--- src/rtl/wsfr_pkg.sv ---
// Shared types and constants of the WebSocket frame receiver.
// Depends on nothing; used by the interfaces, all modules and the checker.
package wsfr_pkg;

  localparam int unsigned BYTE_W   = 8;
  localparam int unsigned KIND_W   = 2;
  localparam int unsigned OPCODE_W = 4;
  localparam int unsigned LEN_W    = 21;
  localparam int unsigned KEY_W    = 32;
  localparam int unsigned CNT_W    = 3;
  localparam int unsigned APB_AW   = 3;
  localparam int unsigned APB_DW   = 32;

  localparam logic [KIND_W-1:0] KIND_PAYLOAD = 2'd0;
  localparam logic [KIND_W-1:0] KIND_EMPTY   = 2'd1;
  localparam logic [KIND_W-1:0] KIND_ERROR   = 2'd2;

  localparam logic [6:0] LEN_CODE_16 = 7'd126;
  localparam logic [6:0] LEN_CODE_64 = 7'd127;

  localparam logic [CNT_W-1:0] LAST_CNT_LEN16 = 3'd1;
  localparam logic [CNT_W-1:0] LAST_CNT_LEN64 = 3'd7;
  localparam logic [CNT_W-1:0] LAST_CNT_MASK  = 3'd3;

  localparam logic [0:0]       REG_MAX_PAYLOAD   = 1'b0;
  localparam logic [LEN_W-1:0] MAX_PAYLOAD_RESET = 21'd16384;

  // Byte held in the input register, handed to the parser.
  typedef struct packed {
    logic              vld;
    logic [BYTE_W-1:0] data;
  } stage_t;

endpackage

--- src/rtl/wsfr_if.sv ---
// Valid/ready channel interfaces for received bytes and parse results.
// Depends on wsfr_pkg for field widths.
interface wsfr_byte_if import wsfr_pkg::*; ();
  logic              valid;
  logic              ready;
  logic [BYTE_W-1:0] data_byte;

  modport source (output valid, output data_byte, input ready);
  modport sink (input valid, input data_byte, output ready);
endinterface

interface wsfr_result_if import wsfr_pkg::*; ();
  logic                valid;
  logic                ready;
  logic [KIND_W-1:0]   result_kind;
  logic [BYTE_W-1:0]   payload_byte;
  logic [OPCODE_W-1:0] frame_opcode;
  logic                last_of_frame;

  modport source (output valid, output result_kind, output payload_byte,
                  output frame_opcode, output last_of_frame, input ready);
  modport sink (input valid, input result_kind, input payload_byte,
                input frame_opcode, input last_of_frame, output ready);
endinterface

--- src/rtl/wsfr_apb_regs.sv ---
// APB register file holding the maximum payload length.
// Depends on wsfr_pkg.
module wsfr_apb_regs import wsfr_pkg::*; (
  input  logic              clk,
  input  logic              rst,
  input  logic              psel,
  input  logic              penable,
  input  logic              pwrite,
  input  logic [APB_AW-1:0] paddr,
  input  logic [APB_DW-1:0] pwdata,
  output logic [APB_DW-1:0] prdata,
  output logic              pready,
  output logic [LEN_W-1:0]  max_payload
);

  logic wr_en;

  assign pready = 1'b1;
  assign wr_en  = psel && penable && pwrite && (paddr[2] == REG_MAX_PAYLOAD);

  always_ff @(posedge clk) begin
    if (rst) begin
      max_payload <= MAX_PAYLOAD_RESET;
    end else if (wr_en) begin
      max_payload <= pwdata[LEN_W-1:0];
    end
  end

  always_comb begin
    prdata = '0;
    if (paddr[2] == REG_MAX_PAYLOAD) begin
      prdata = {{(APB_DW-LEN_W){1'b0}}, max_payload};
    end
  end

endmodule

--- src/rtl/wsfr_parser.sv ---
// Frame header parser, unmasking logic and result register.
// Depends on wsfr_pkg and the result channel interface.
module wsfr_parser import wsfr_pkg::*; (
  input  logic             clk,
  input  logic             rst,
  input  logic [LEN_W-1:0] max_payload,
  input  stage_t           stage,
  output logic             take,
  wsfr_result_if.source    result
);

  typedef enum logic [2:0] {
    PH_FIRST   = 3'd0,
    PH_SECOND  = 3'd1,
    PH_LEN16   = 3'd2,
    PH_LEN64   = 3'd3,
    PH_MASK    = 3'd4,
    PH_PAYLOAD = 3'd5
  } phase_t;

  phase_t              phase, phase_next;
  logic [OPCODE_W-1:0] frame_kind, frame_kind_next;
  logic                mask_present, mask_present_next;
  logic [CNT_W-1:0]    hdr_cnt, hdr_cnt_next;
  // Length is kept as its low bits plus a flag for any set bit above them.
  logic [LEN_W-1:0]    len_lo, len_lo_next;
  logic                len_hi, len_hi_next;
  logic [KEY_W-1:0]    mask_key, mask_key_next;
  logic [LEN_W-1:0]    bytes_left, bytes_left_next;
  logic [1:0]          key_pos, key_pos_next;
  logic                halted, halted_next;

  logic                after_len, fin;
  logic [LEN_W-1:0]    fin_lo;
  logic                fin_hi;
  logic [BYTE_W-1:0]   key_byte;
  logic                res_ok;
  logic [KIND_W-1:0]   res_kind;
  logic [BYTE_W-1:0]   res_byte;
  logic                res_last;
  logic                out_free;

  assign out_free = !result.valid || result.ready;
  assign take     = stage.vld && out_free;

  always_comb begin
    case (key_pos)
      2'd0:    key_byte = mask_key[31:24];
      2'd1:    key_byte = mask_key[23:16];
      2'd2:    key_byte = mask_key[15:8];
      2'd3:    key_byte = mask_key[7:0];
      default: key_byte = '0;
    endcase
  end

  always_comb begin
    phase_next        = phase;
    frame_kind_next   = frame_kind;
    mask_present_next = mask_present;
    hdr_cnt_next      = hdr_cnt;
    len_lo_next       = len_lo;
    len_hi_next       = len_hi;
    mask_key_next     = mask_key;
    bytes_left_next   = bytes_left;
    key_pos_next      = key_pos;
    halted_next       = halted;
    after_len         = 1'b0;
    fin               = 1'b0;
    fin_lo            = len_lo;
    fin_hi            = len_hi;
    res_ok            = 1'b0;
    res_kind          = KIND_PAYLOAD;
    res_byte          = '0;
    res_last          = 1'b0;

    if (!halted) begin
      case (phase)
        PH_FIRST: begin
          frame_kind_next = stage.data[OPCODE_W-1:0];
          phase_next      = PH_SECOND;
        end
        PH_SECOND: begin
          mask_present_next = stage.data[7];
          hdr_cnt_next      = '0;
          len_hi_next       = 1'b0;
          if (stage.data[6:0] == LEN_CODE_64) begin
            len_lo_next = '0;
            phase_next  = PH_LEN64;
          end else if (stage.data[6:0] == LEN_CODE_16) begin
            len_lo_next = '0;
            phase_next  = PH_LEN16;
          end else begin
            len_lo_next = {{(LEN_W-7){1'b0}}, stage.data[6:0]};
            after_len   = 1'b1;
          end
        end
        PH_LEN16, PH_LEN64: begin
          len_lo_next = {len_lo[LEN_W-BYTE_W-1:0], stage.data};
          len_hi_next = len_hi || (|len_lo[LEN_W-1:LEN_W-BYTE_W]);
          if (hdr_cnt == ((phase == PH_LEN16) ? LAST_CNT_LEN16 : LAST_CNT_LEN64)) begin
            after_len = 1'b1;
          end else begin
            hdr_cnt_next = hdr_cnt + 3'd1;
          end
        end
        PH_MASK: begin
          mask_key_next = {mask_key[KEY_W-BYTE_W-1:0], stage.data};
          if (hdr_cnt == LAST_CNT_MASK) begin
            fin = 1'b1;
          end else begin
            hdr_cnt_next = hdr_cnt + 3'd1;
          end
        end
        PH_PAYLOAD: begin
          key_pos_next = key_pos + 2'd1;
          if (bytes_left != '0) begin
            bytes_left_next = bytes_left - {{(LEN_W-1){1'b0}}, 1'b1};
          end
          res_ok   = 1'b1;
          res_byte = mask_present ? (stage.data ^ key_byte) : stage.data;
          res_last = (bytes_left[LEN_W-1:1] == '0);
          if (res_last) begin
            phase_next = PH_FIRST;
          end
        end
        default: begin
          phase_next = PH_FIRST;
        end
      endcase

      fin_lo = len_lo_next;
      fin_hi = len_hi_next;

      if (after_len) begin
        if (mask_present_next) begin
          phase_next    = PH_MASK;
          hdr_cnt_next  = '0;
          mask_key_next = '0;
        end else begin
          fin = 1'b1;
        end
      end

      // The byte that completes the header decides between error, empty and payload.
      if (fin) begin
        if (fin_hi || (fin_lo > max_payload)) begin
          halted_next = 1'b1;
          phase_next  = PH_FIRST;
          res_ok      = 1'b1;
          res_kind    = KIND_ERROR;
          res_last    = 1'b1;
        end else if (fin_lo == '0) begin
          phase_next = PH_FIRST;
          res_ok     = 1'b1;
          res_kind   = KIND_EMPTY;
          res_last   = 1'b1;
        end else begin
          bytes_left_next = fin_lo;
          key_pos_next    = '0;
          phase_next      = PH_PAYLOAD;
        end
      end
    end
  end

  always_ff @(posedge clk) begin
    if (rst) begin
      phase        <= PH_FIRST;
      frame_kind   <= '0;
      mask_present <= 1'b0;
      hdr_cnt      <= '0;
      len_lo       <= '0;
      len_hi       <= 1'b0;
      mask_key     <= '0;
      bytes_left   <= '0;
      key_pos      <= '0;
      halted       <= 1'b0;
      result.valid <= 1'b0;
    end else begin
      if (take) begin
        phase        <= phase_next;
        frame_kind   <= frame_kind_next;
        mask_present <= mask_present_next;
        hdr_cnt      <= hdr_cnt_next;
        len_lo       <= len_lo_next;
        len_hi       <= len_hi_next;
        mask_key     <= mask_key_next;
        bytes_left   <= bytes_left_next;
        key_pos      <= key_pos_next;
        halted       <= halted_next;
      end
      if (out_free) begin
        result.valid <= take && res_ok;
      end
    end
  end

  always_ff @(posedge clk) begin
    if (take && res_ok) begin
      result.result_kind   <= res_kind;
      result.payload_byte  <= res_byte;
      result.frame_opcode  <= frame_kind;
      result.last_of_frame <= res_last;
    end
  end

endmodule

--- src/rtl/websocket_frame_receiver.sv ---
// Top level of the WebSocket frame receiver: input register, parser, registers.
// Depends on wsfr_pkg, wsfr_if, wsfr_apb_regs and wsfr_parser.
//
//   Port    Kind           Carries
//   rx      byte sink      data_byte, one received byte per transfer
//   result  result source  result_kind, payload_byte, frame_opcode, last_of_frame
//   APB     register port  max_payload at byte address 0
//
// One byte per cycle is sustained while result is ready; a byte's result passes
// through the input register into the result register, which drives result.
// Non-final header bytes and bytes after an oversize error produce no result.
// rst is synchronous and clears the parser state and both valid flags.
// A stall on result holds the result register and, one stage back, the input register.
module websocket_frame_receiver import wsfr_pkg::*; (
  input  logic              clk,
  input  logic              rst,
  wsfr_byte_if.sink         rx,
  wsfr_result_if.source     result,
  input  logic              psel,
  input  logic              penable,
  input  logic              pwrite,
  input  logic [APB_AW-1:0] paddr,
  input  logic [APB_DW-1:0] pwdata,
  output logic [APB_DW-1:0] prdata,
  output logic              pready
);

  stage_t           stage;
  logic             take;
  logic [LEN_W-1:0] max_payload;

  assign rx.ready = !stage.vld || take;

  always_ff @(posedge clk) begin
    if (rst) begin
      stage.vld <= 1'b0;
    end else if (rx.ready) begin
      stage.vld <= rx.valid;
      if (rx.valid) begin
        stage.data <= rx.data_byte;
      end
    end
  end

  wsfr_apb_regs u_regs (
    .clk         (clk),
    .rst         (rst),
    .psel        (psel),
    .penable     (penable),
    .pwrite      (pwrite),
    .paddr       (paddr),
    .pwdata      (pwdata),
    .prdata      (prdata),
    .pready      (pready),
    .max_payload (max_payload)
  );

  wsfr_parser u_parser (
    .clk         (clk),
    .rst         (rst),
    .max_payload (max_payload),
    .stage       (stage),
    .take        (take),
    .result      (result)
  );

endmodule

--- src/flat_wrapper.sv ---
// flat-port wrapper written by rule: the top's interface ports become plain ports
module websocket_frame_receiver_flat import wsfr_pkg::*;
  (clk, rst, psel, penable, pwrite, paddr, pwdata, prdata, pready, rx_valid, rx_data_byte, rx_ready, result_valid, result_result_kind, result_payload_byte, result_frame_opcode, result_last_of_frame, result_ready);
  wsfr_byte_if rx_i ();
  wsfr_result_if result_i ();
  input  logic clk;
  input  logic rst;
  input  logic psel;
  input  logic penable;
  input  logic pwrite;
  input  logic [APB_AW-1:0] paddr;
  input  logic [APB_DW-1:0] pwdata;
  output logic [APB_DW-1:0] prdata;
  output logic pready;
  input wire logic [$bits(rx_i.valid)-1:0] rx_valid;
  input wire logic [$bits(rx_i.data_byte)-1:0] rx_data_byte;
  output wire logic [$bits(rx_i.ready)-1:0] rx_ready;
  output wire logic [$bits(result_i.valid)-1:0] result_valid;
  output wire logic [$bits(result_i.result_kind)-1:0] result_result_kind;
  output wire logic [$bits(result_i.payload_byte)-1:0] result_payload_byte;
  output wire logic [$bits(result_i.frame_opcode)-1:0] result_frame_opcode;
  output wire logic [$bits(result_i.last_of_frame)-1:0] result_last_of_frame;
  input wire logic [$bits(result_i.ready)-1:0] result_ready;
  assign rx_i.valid = rx_valid;
  assign rx_i.data_byte = rx_data_byte;
  assign rx_ready = rx_i.ready;
  assign result_valid = result_i.valid;
  assign result_result_kind = result_i.result_kind;
  assign result_payload_byte = result_i.payload_byte;
  assign result_frame_opcode = result_i.frame_opcode;
  assign result_last_of_frame = result_i.last_of_frame;
  assign result_i.ready = result_ready;
  websocket_frame_receiver u_core (.clk(clk), .rst(rst), .rx(rx_i), .result(result_i), .psel(psel), .penable(penable), .pwrite(pwrite), .paddr(paddr), .pwdata(pwdata), .prdata(prdata), .pready(pready));
endmodule
--- config.mk ---
export PLATFORM = sky130hd
export DESIGN_NAME = websocket_frame_receiver_flat
export DESIGN_NICKNAME = d
export VERILOG_FILES = /design/src/rtl/wsfr_pkg.sv /design/src/rtl/wsfr_if.sv /design/src/rtl/wsfr_apb_regs.sv /design/src/rtl/wsfr_parser.sv /design/src/rtl/websocket_frame_receiver.sv /design/src/flat_wrapper.sv
export SDC_FILE = /design/constraint.sdc
export NUM_CORES = 1
export LEC_CHECK = 0
export BUFFER_PORTS_ARGS = -buffer_cell sky130_fd_sc_hd__buf_4
export CAP_MARGIN = 0
export CORE_MARGIN = 2
export CORE_UTILIZATION = 44
export DETAILED_ROUTE_END_ITERATION = 6
export GPL_TIMING_DRIVEN = 0
export PLACE_DENSITY_LB_ADDON = 0.25
export SLEW_MARGIN = 15
export SYNTH_ARGS = -nofsm -noshare
export SYNTH_HDL_FRONTEND = slang
export SYNTH_SLANG_ARGS = --single-unit
--- constraint.sdc ---
create_clock -name clk -period 3.73 [get_ports clk]
set_clock_uncertainty 0.1 [all_clocks]
set_input_delay 0.5595 -clock clk [delete_from_list [all_inputs] [get_ports clk]]
set_output_delay 0.5595 -clock clk [all_outputs]
set_load 0.01 [all_outputs]
**Word-level counts from Yosys, hierarchy flattened**

Index checks and enable logic that the tools add are counted.

- $add $sub $neg: 3
- Order comparisons: 1
- Eq/ne operators: 12
- Multiplexer cells: 62
- Bitwise operators: 6
- Reduce and logical (&&, ||, !) cells: 25

Operator list:

| kind | number |
|---|---|
| $mux 21 | 7 |
| $mux 32 | 3 |
| $pmux 21 s2 | 1 |
| $mux 3 | 13 |
| $pmux 8 s4 | 1 |
| $mux 1 | 25 |
| $gt 21x21->1 | 1 |
| $logic_not 21->1 | 1 |
| $reduce_bool 21->1 | 1 |
| $sub 21x1->21 const B | 1 |
| $logic_not 20->1 | 1 |
| $eq 7x7->1 const B | 2 |
| $mux 7 | 2 |
| $pmux 3 s4 | 1 |
| $mux 2 | 5 |
| $eq 3x2->1 const B | 3 |
| $pmux 3 s3 | 1 |
| $mux 8 | 1 |
| $reduce_or 8->1 | 1 |
| $xor 8x8->8 | 1 |
| $eq 3x3->1 const B | 2 |
| $reduce_and 3->1 | 2 |
| $reduce_or 2->1 | 3 |
| $reduce_or 3->1 | 2 |
| 14 further kinds | 28 |

- Register bits after elaboration: 135
- Word-level logic and storage cells: 128

**Depth between registers and ports, before layout**

- Depth after elaboration: 11
- Depth in mapped cells: 15

**Modules after synthesis**

From an unflattened synthesis, not the netlist that was laid out.

- Cell total of the unflattened synthesis: 894
- Area total of the unflattened synthesis: 7332.0 um^2

Modules (own cells, without submodules):

| module | instances | cells an instance | area each (um^2) | sequential area each (um^2) |
|---|---|---|---|---|
| wsfr_parser | 1 | 752 | 5833.1 | 2252.2 |
| wsfr_apb_regs | 1 | 129 | 1203.7 | 420.4 |
| websocket_frame_receiver | 1 | 13 | 295.3 | 260.2 |

**Worst setup path before layout**

OpenSTA, ideal clock, no wires.

- Path kind: register -> register
- From: reg u_core.u_parser.phase[1]
- To: reg u_core.u_parser.result.frame_opcode[0], enable pin
- Library setup time: 0.392 ns
- Arrival: 3.558 ns
- Data required time: 3.238 ns
- Setup slack: -0.320 ns
- Cell stages (with the launch flop): 15
- Path buffers: 3
- Cell sequence: dfxtp_1 -> clkbuf_1 -> o21bai_1 -> clkbuf_1 -> a22oi_1 -> inv_1 -> ha_1 -> nand4_1 -> nor3_1 -> o31ai_1 -> a21oi_1 -> or2_2 -> clkbuf_1 -> o21ai_0 -> a21oi_1

- Word-level cells in the longest chain between the ends: 11
- Elaborated cells on any way between the ends: 30
- Those cells by class: order compare: 1; eq/ne: 6; mux: 19; reduce/logical: 4

RTL lines:

| element | line | text |
|---|---|---|
| from (decl) | wsfr_parser.sv:21 | `phase_t phase, phase_next;` |
| from (signal assigned) | wsfr_parser.sv:181 | `phase <= phase_next;` |
| branches (longest 8 deep; another with $gt 21x21->1) | n/a |  |
| $mux 1 * | wsfr_parser.sv:145 | `if (fin) begin` |
| $mux 1 * | wsfr_parser.sv:76 | `if (!halted) begin` |
| $logic_and 1x1->1 * | wsfr_parser.sv:199 | `if (take && res_ok) begin` |
| to (signal assigned) | wsfr_parser.sv:202 | `result.frame_opcode <= frame_kind;` |
| to (decl) | wsfr_if.sv:21 | `output frame_opcode, output last_of_frame, input ready);` |

Mark *: on every way between the ends. The select of a mux whose other input is x is not followed.
A chain may end at the register's enable or synchronous reset.

**Worst setup path in the final report**

- From: reg u_core.stage[2] (netlist name)
- To: reg u_core.u_parser.bytes_left[16]

- Word-level cells in the longest chain between the ends: 9
- Elaborated cells on any way between the ends: 18
- Those cells by class: order compare: 1; eq/ne: 2; mux: 13; reduce/logical: 2

RTL lines:

| element | line | text |
|---|---|---|
| $eq 7x7->1 | wsfr_parser.sv:89 | `end else if (stage.data[6:0] == LEN_CODE_16) begin` |
| $mux 7 | wsfr_parser.sv:89 |  |
| $mux 7 | wsfr_parser.sv:86 | `if (stage.data[6:0] == LEN_CODE_64) begin` |
| $pmux 21 s2 | wsfr_parser.sv:77 | `case (phase)` |
| $mux 21 | wsfr_parser.sv:76 |  |
| $gt 21x21->1 / $logic_not 21->1 (equally long branches) | wsfr_parser.sv:146, wsfr_parser.sv:152 |  |
| $logic_or 1x1->1 / $mux 21 (equally long branches) | wsfr_parser.sv:146, wsfr_parser.sv:152 |  |
| $mux 21 | wsfr_parser.sv:146 | `if (fin_hi \|\| (fin_lo > max_payload)) begin` |
| $mux 21 * | wsfr_parser.sv:145 |  |
| to (signal assigned) | wsfr_parser.sv:188 | `bytes_left <= bytes_left_next;` |
| to (decl) | wsfr_parser.sv:29 | `logic [LEN_W-1:0] bytes_left, bytes_left_next;` |

Every way passes the cells marked *; elsewhere a longest branch is shown, timed or not. The select of a mux whose other input is x is not followed.

==> flow_summary_export.csv <==
group,metric,value,unit
run_status,outcome,"completed",
drt,drtIter0Drc,818,
grt,grtUsageTotal,25.0,%
timing,fmax,270,MHz
floorplanning,rows,46,
worst_setup_path,start_kind,"register",
synth,synth_compound_area_share,21.7,%
power_and_ir_drop,ir_drop,0.321,mV
timing,finalCriticalPeriod,3.70,ns
synth,synth-xor-area-share,1.69,%
power_and_ir_drop,combPwrFrac,13.9,%
cts,cts_buffer_depth,2,
layout,multi_input_area,4000,um2
worst_setup_path,crit_chain,"nand4_1 -> o31a_1 -> a22o_2 -> ha_1 -> a21oi_1 -> a21boi_0 -> o31ai_2 -> a21oi_2 -> buf_4 -> nor2_4 -> nand2_2 -> o311ai_0",
layout,seq_area,2940,um2
layout,diodes,0,
power_and_ir_drop,p_per_area,435,nW/um2
synth,yosys-mux-area-fraction,0.138,%
synth,yosys-top-cells-count,"nand2_1 (151), dfxtp_1 (112), nor2_1 (111), a21oi_1 (83), clkbuf_1 (47)",
floorplanning,dieHeight,132,um
synth,synthSimpleGateAreaFrac,24.3,%
drt,wl,22.2,mm
timing,hold_violations,0,
synth,synthAdderAreaFrac,5.17,%
worst_setup_path,cp-end-kind,"register",
cts,cts_root_buf,"clkbuf_16",
synth,synth_cell_types,72,
power_and_ir_drop,p_switching,1.05,mW
floorplanning,fp.dieW,132,um
grt,grt_pass1_wl,34.8,mm
cts,postCtsHoldBufs,0,
cts,clkSinkCount,135,
worst_setup_path,cp_top_family,"compound AO/OA/AOI/OAI gates",
placement,dpl_cell_area,8120,um2
worst_setup_path,path_class,"reg2reg",
synth,synth.ff_latch_count,135,
timing,finalCritPeriodShare,99.2,%
drt,wl_per_cell,17.7,um
grt,antenna_found_initial,0,
worst_setup_path,cp.depth,12,
grt,use_met1,35.3,%
timing,final_max_slew_viol_count,0,
worst_setup_path,required,3.91,ns
floorplanning,core_area,16000,um2
cts,clkSlewWorstSetupHoldPaths,0.06,ns
cts,cts_tree,"built",
placement,port-buffer-count,73,
layout,postLayoutCellArea,8950,um2
grt,grt_most_used_layer,"met2",
layout,finish.utilization,55.9,%
floorplanning,die_area,17500,um2
synth,synth_edf_count,23,
worst_setup_path,reg2reg_to,"u_core.u_parser.bytes_left[16]",
drt,via_count,7306,
grt,first_global_vias,6619,
worst_setup_path,worstSetupEndpoint,"u_core.u_parser.bytes_left[16]",
synth,synthCells,915,
power_and_ir_drop,seqPwrFrac,39.9,%
layout,area_delta_synth_final,23.3,%
synth,synthMostInstantiatedCell,"nand2_1",
grt,overflow,0,
timing,finalSetupViolations,0,
synth,yosys_warnings,0,
placement,dpl.hpwl,15.9,mm
flow_run,timing.max_cap.violations,0,
layout,nNetsFinal,1105,
cts,cts_made_buffers,17,
drt,drc,0,
floorplanning,start_util,45.4,%
cts,clock_latency,0.43,ns
power_and_ir_drop,p_leak,3.44,nW
worst_setup_path,cp_max_fo,10,
synth,yosysSeqAreaShare,40.4,%
power_and_ir_drop,intPower,2.85,mW
layout,drive_gt1_share,16.9,%
worst_setup_path,worst_ep_arrival_time,3.88,ns
grt,grt_max_degree,17,
synth,synth_area_leaders,"dfxtp_1 (31%), edfxtp_1 (9.5%), nand2_1 (7.8%)",
synth,synthArstFlopShare,0,%
timing,slew_headroom,41.6,%
synth,syn_avg_cell_area,7.93,um2
grt,grt_util_met3,6.25,%
worst_setup_path,slowest_delay,0.48,ns
worst_setup_path,rr_worst_depth,12,
drt,antenna_left,0,
layout,fillers,1547,
power_and_ir_drop,p_clk_share,46.2,%
floorplanning,io_pins,100,
synth,synth_top_family_by_area,"simple AND/OR/NAND/NOR gates",
synth,syn_area,7260,um2
drt,drt_pass1_iterations,7,
drt,drt-vias-per-instance,5.83,
synth,synthFlopType,"dfxtp_1",
cts,htree_levels,4,
hold_path,hp-class,"in2reg",
placement,place_congestion,0.926,
timing,tightest_slew,0.871,ns
synth,yosysTopAreaCellShare,30.9,%
worst_setup_path,cp.buffers_inverters,1,
worst_setup_path,crit_start,"u_core.stage[2]",
power_and_ir_drop,netSwitchingFraction,26.9,%
worst_setup_path,slowest_stage,"o311ai_0",
synth,synth_top_cell_by_area,"dfxtp_1",
worst_setup_path,r2r_setup_slack,0.03,ns
worst_setup_path,worstReg2RegStart,"u_core.stage[2]",
grt,grt_util_met2,37.3,%
## placed cells by master (no fill, tap or decap), types with 4 or more instances in the layout
cell,n
a211oi_1,17
a21oi_1,80
a222oi_1,9
a22o_1,12
a22oi_1,9
a311oi_1,5
a31oi_1,11
and3_1,7
buf_1,7
buf_2,5
buf_4,96
bufinv_16,4
clkbuf_1,39
clkbuf_16,17
conb_1,12
dfxtp_1,110
edfxtp_1,23
ha_1,30
inv_1,39
nand2_1,150
nand2b_1,5
nand3_1,21
nand4_1,11
nor2_1,111
nor2b_1,6
nor3_1,25
nor4_1,11
nor4_2,4
o211ai_1,6
o21ai_0,34
o21ai_1,4
or2_2,4
or3_1,5
or4_1,7
xor2_1,12
## what timing repair did
| item | 4_1_cts | 5_1_grt |
|---|---|---|
| endpoints found under the setup margin | 45 | 38 |
| setup buffers | 7 | 4 |
| gates cloned | 0 | 0 |
| resized for setup | 19 | 24 |
| pin swaps | 3 | 7 |
## layout make-up
type	count	share of cell area, %
plain buffers	67	3.62
clock buffers	20	4.99
clock inverters	12	1.96
inverters	40	1.68
multi-input cells	680	44.7
flip-flops and latches	135	32.8
well taps	216	3.02
repair buffers	84	7.19
## metal layers
layer	wire length, um	up-vias
li1	-	3473
met2	9490	406
met3	2170	44
met5	0	-
met1	10100	3383
met4	474	0
## flip-flops by register name, summed over array words and instances (netlist names)
name,flops
u_core.u_parser.result.valid,1
u_core.u_parser.result.result_kind,2
u_core.u_parser.len_hi,1
u_core.u_regs.max_payload,21
u_core.u_parser.phase,3
u_core.u_parser.mask_key,32
u_core.u_parser.result.frame_opcode,4
u_core.u_parser.bytes_left,21
u_core.u_parser.frame_kind,4
u_core.stage,9
u_core.u_parser.result.payload_byte,8
u_core.u_parser.result.last_of_frame,1
u_core.u_parser.hdr_cnt,3
u_core.u_parser.len_lo,21
u_core.u_parser.mask_present,1
u_core.u_parser.halted,1
u_core.u_parser.key_pos,2
## power by group through the flow
stage	Sequential (mW)	Combinational, mW	Clock, mW
floorplan	1.57	0.326	0
global placement	1.58	0.480	0
detailed placement	1.58	0.485	0
CTS	1.55	0.505	1.80
global route	1.56	0.585	1.86
finish	1.55	0.542	1.80
## worst min path at each step
| stage | slack (ns) | to | from | cells past startpoint |
|---|---|---|---|---|
| 6_report | 0.20 | u_core.stage[5] | rx_data_byte[5] | 1 |
| 5_1_grt | 0.19 | u_core.stage[1] | rx_data_byte[1] | 1 |
| 4_1_cts | 0.20 | u_core.stage[5] | rx_data_byte[5] | 1 |
| 3_5_place_dp | 0.32 | u_core.u_parser.result.frame_opcode[1] | u_core.u_parser.frame_kind[1] | 0 |
| 3_3_place_gp | 0.32 | u_core.u_parser.result.frame_opcode[1] | u_core.u_parser.frame_kind[1] | 0 |
| 2_1_floorplan | 0.31 | u_core.u_parser.result.frame_opcode[0] | u_core.u_parser.frame_kind[0] | 0 |
## metrics by stage
stage	hold slack [ns]	worst slack [ns]	total power [mW]	std cells	setup TNS (ns)
2_1_floorplan	0.308	0.0937	1.90	925	0
3_3_place_gp	0.318	-0.904	2.06	1214	-24.45
3_5_place_dp	0.318	-0.958	2.07	1214	-27.25
4_1_cts	0.197	0.00769	3.86	1251	0
5_1_grt	0.194	-0.0911	4.00	1254	-0.228
6_report	0.204	0.0283	3.90	1254	0
## logic make-up after synthesis
family                     Yosys count
other                                2
buffers and inverters              110
DFF                                135
AOI/OAI and AO/OA                  238
muxes                                1
and+or+nand+nor                    385
adders and majority gates           30
xor gates and xnor gates            14
(Power assumes the default switching activity.)
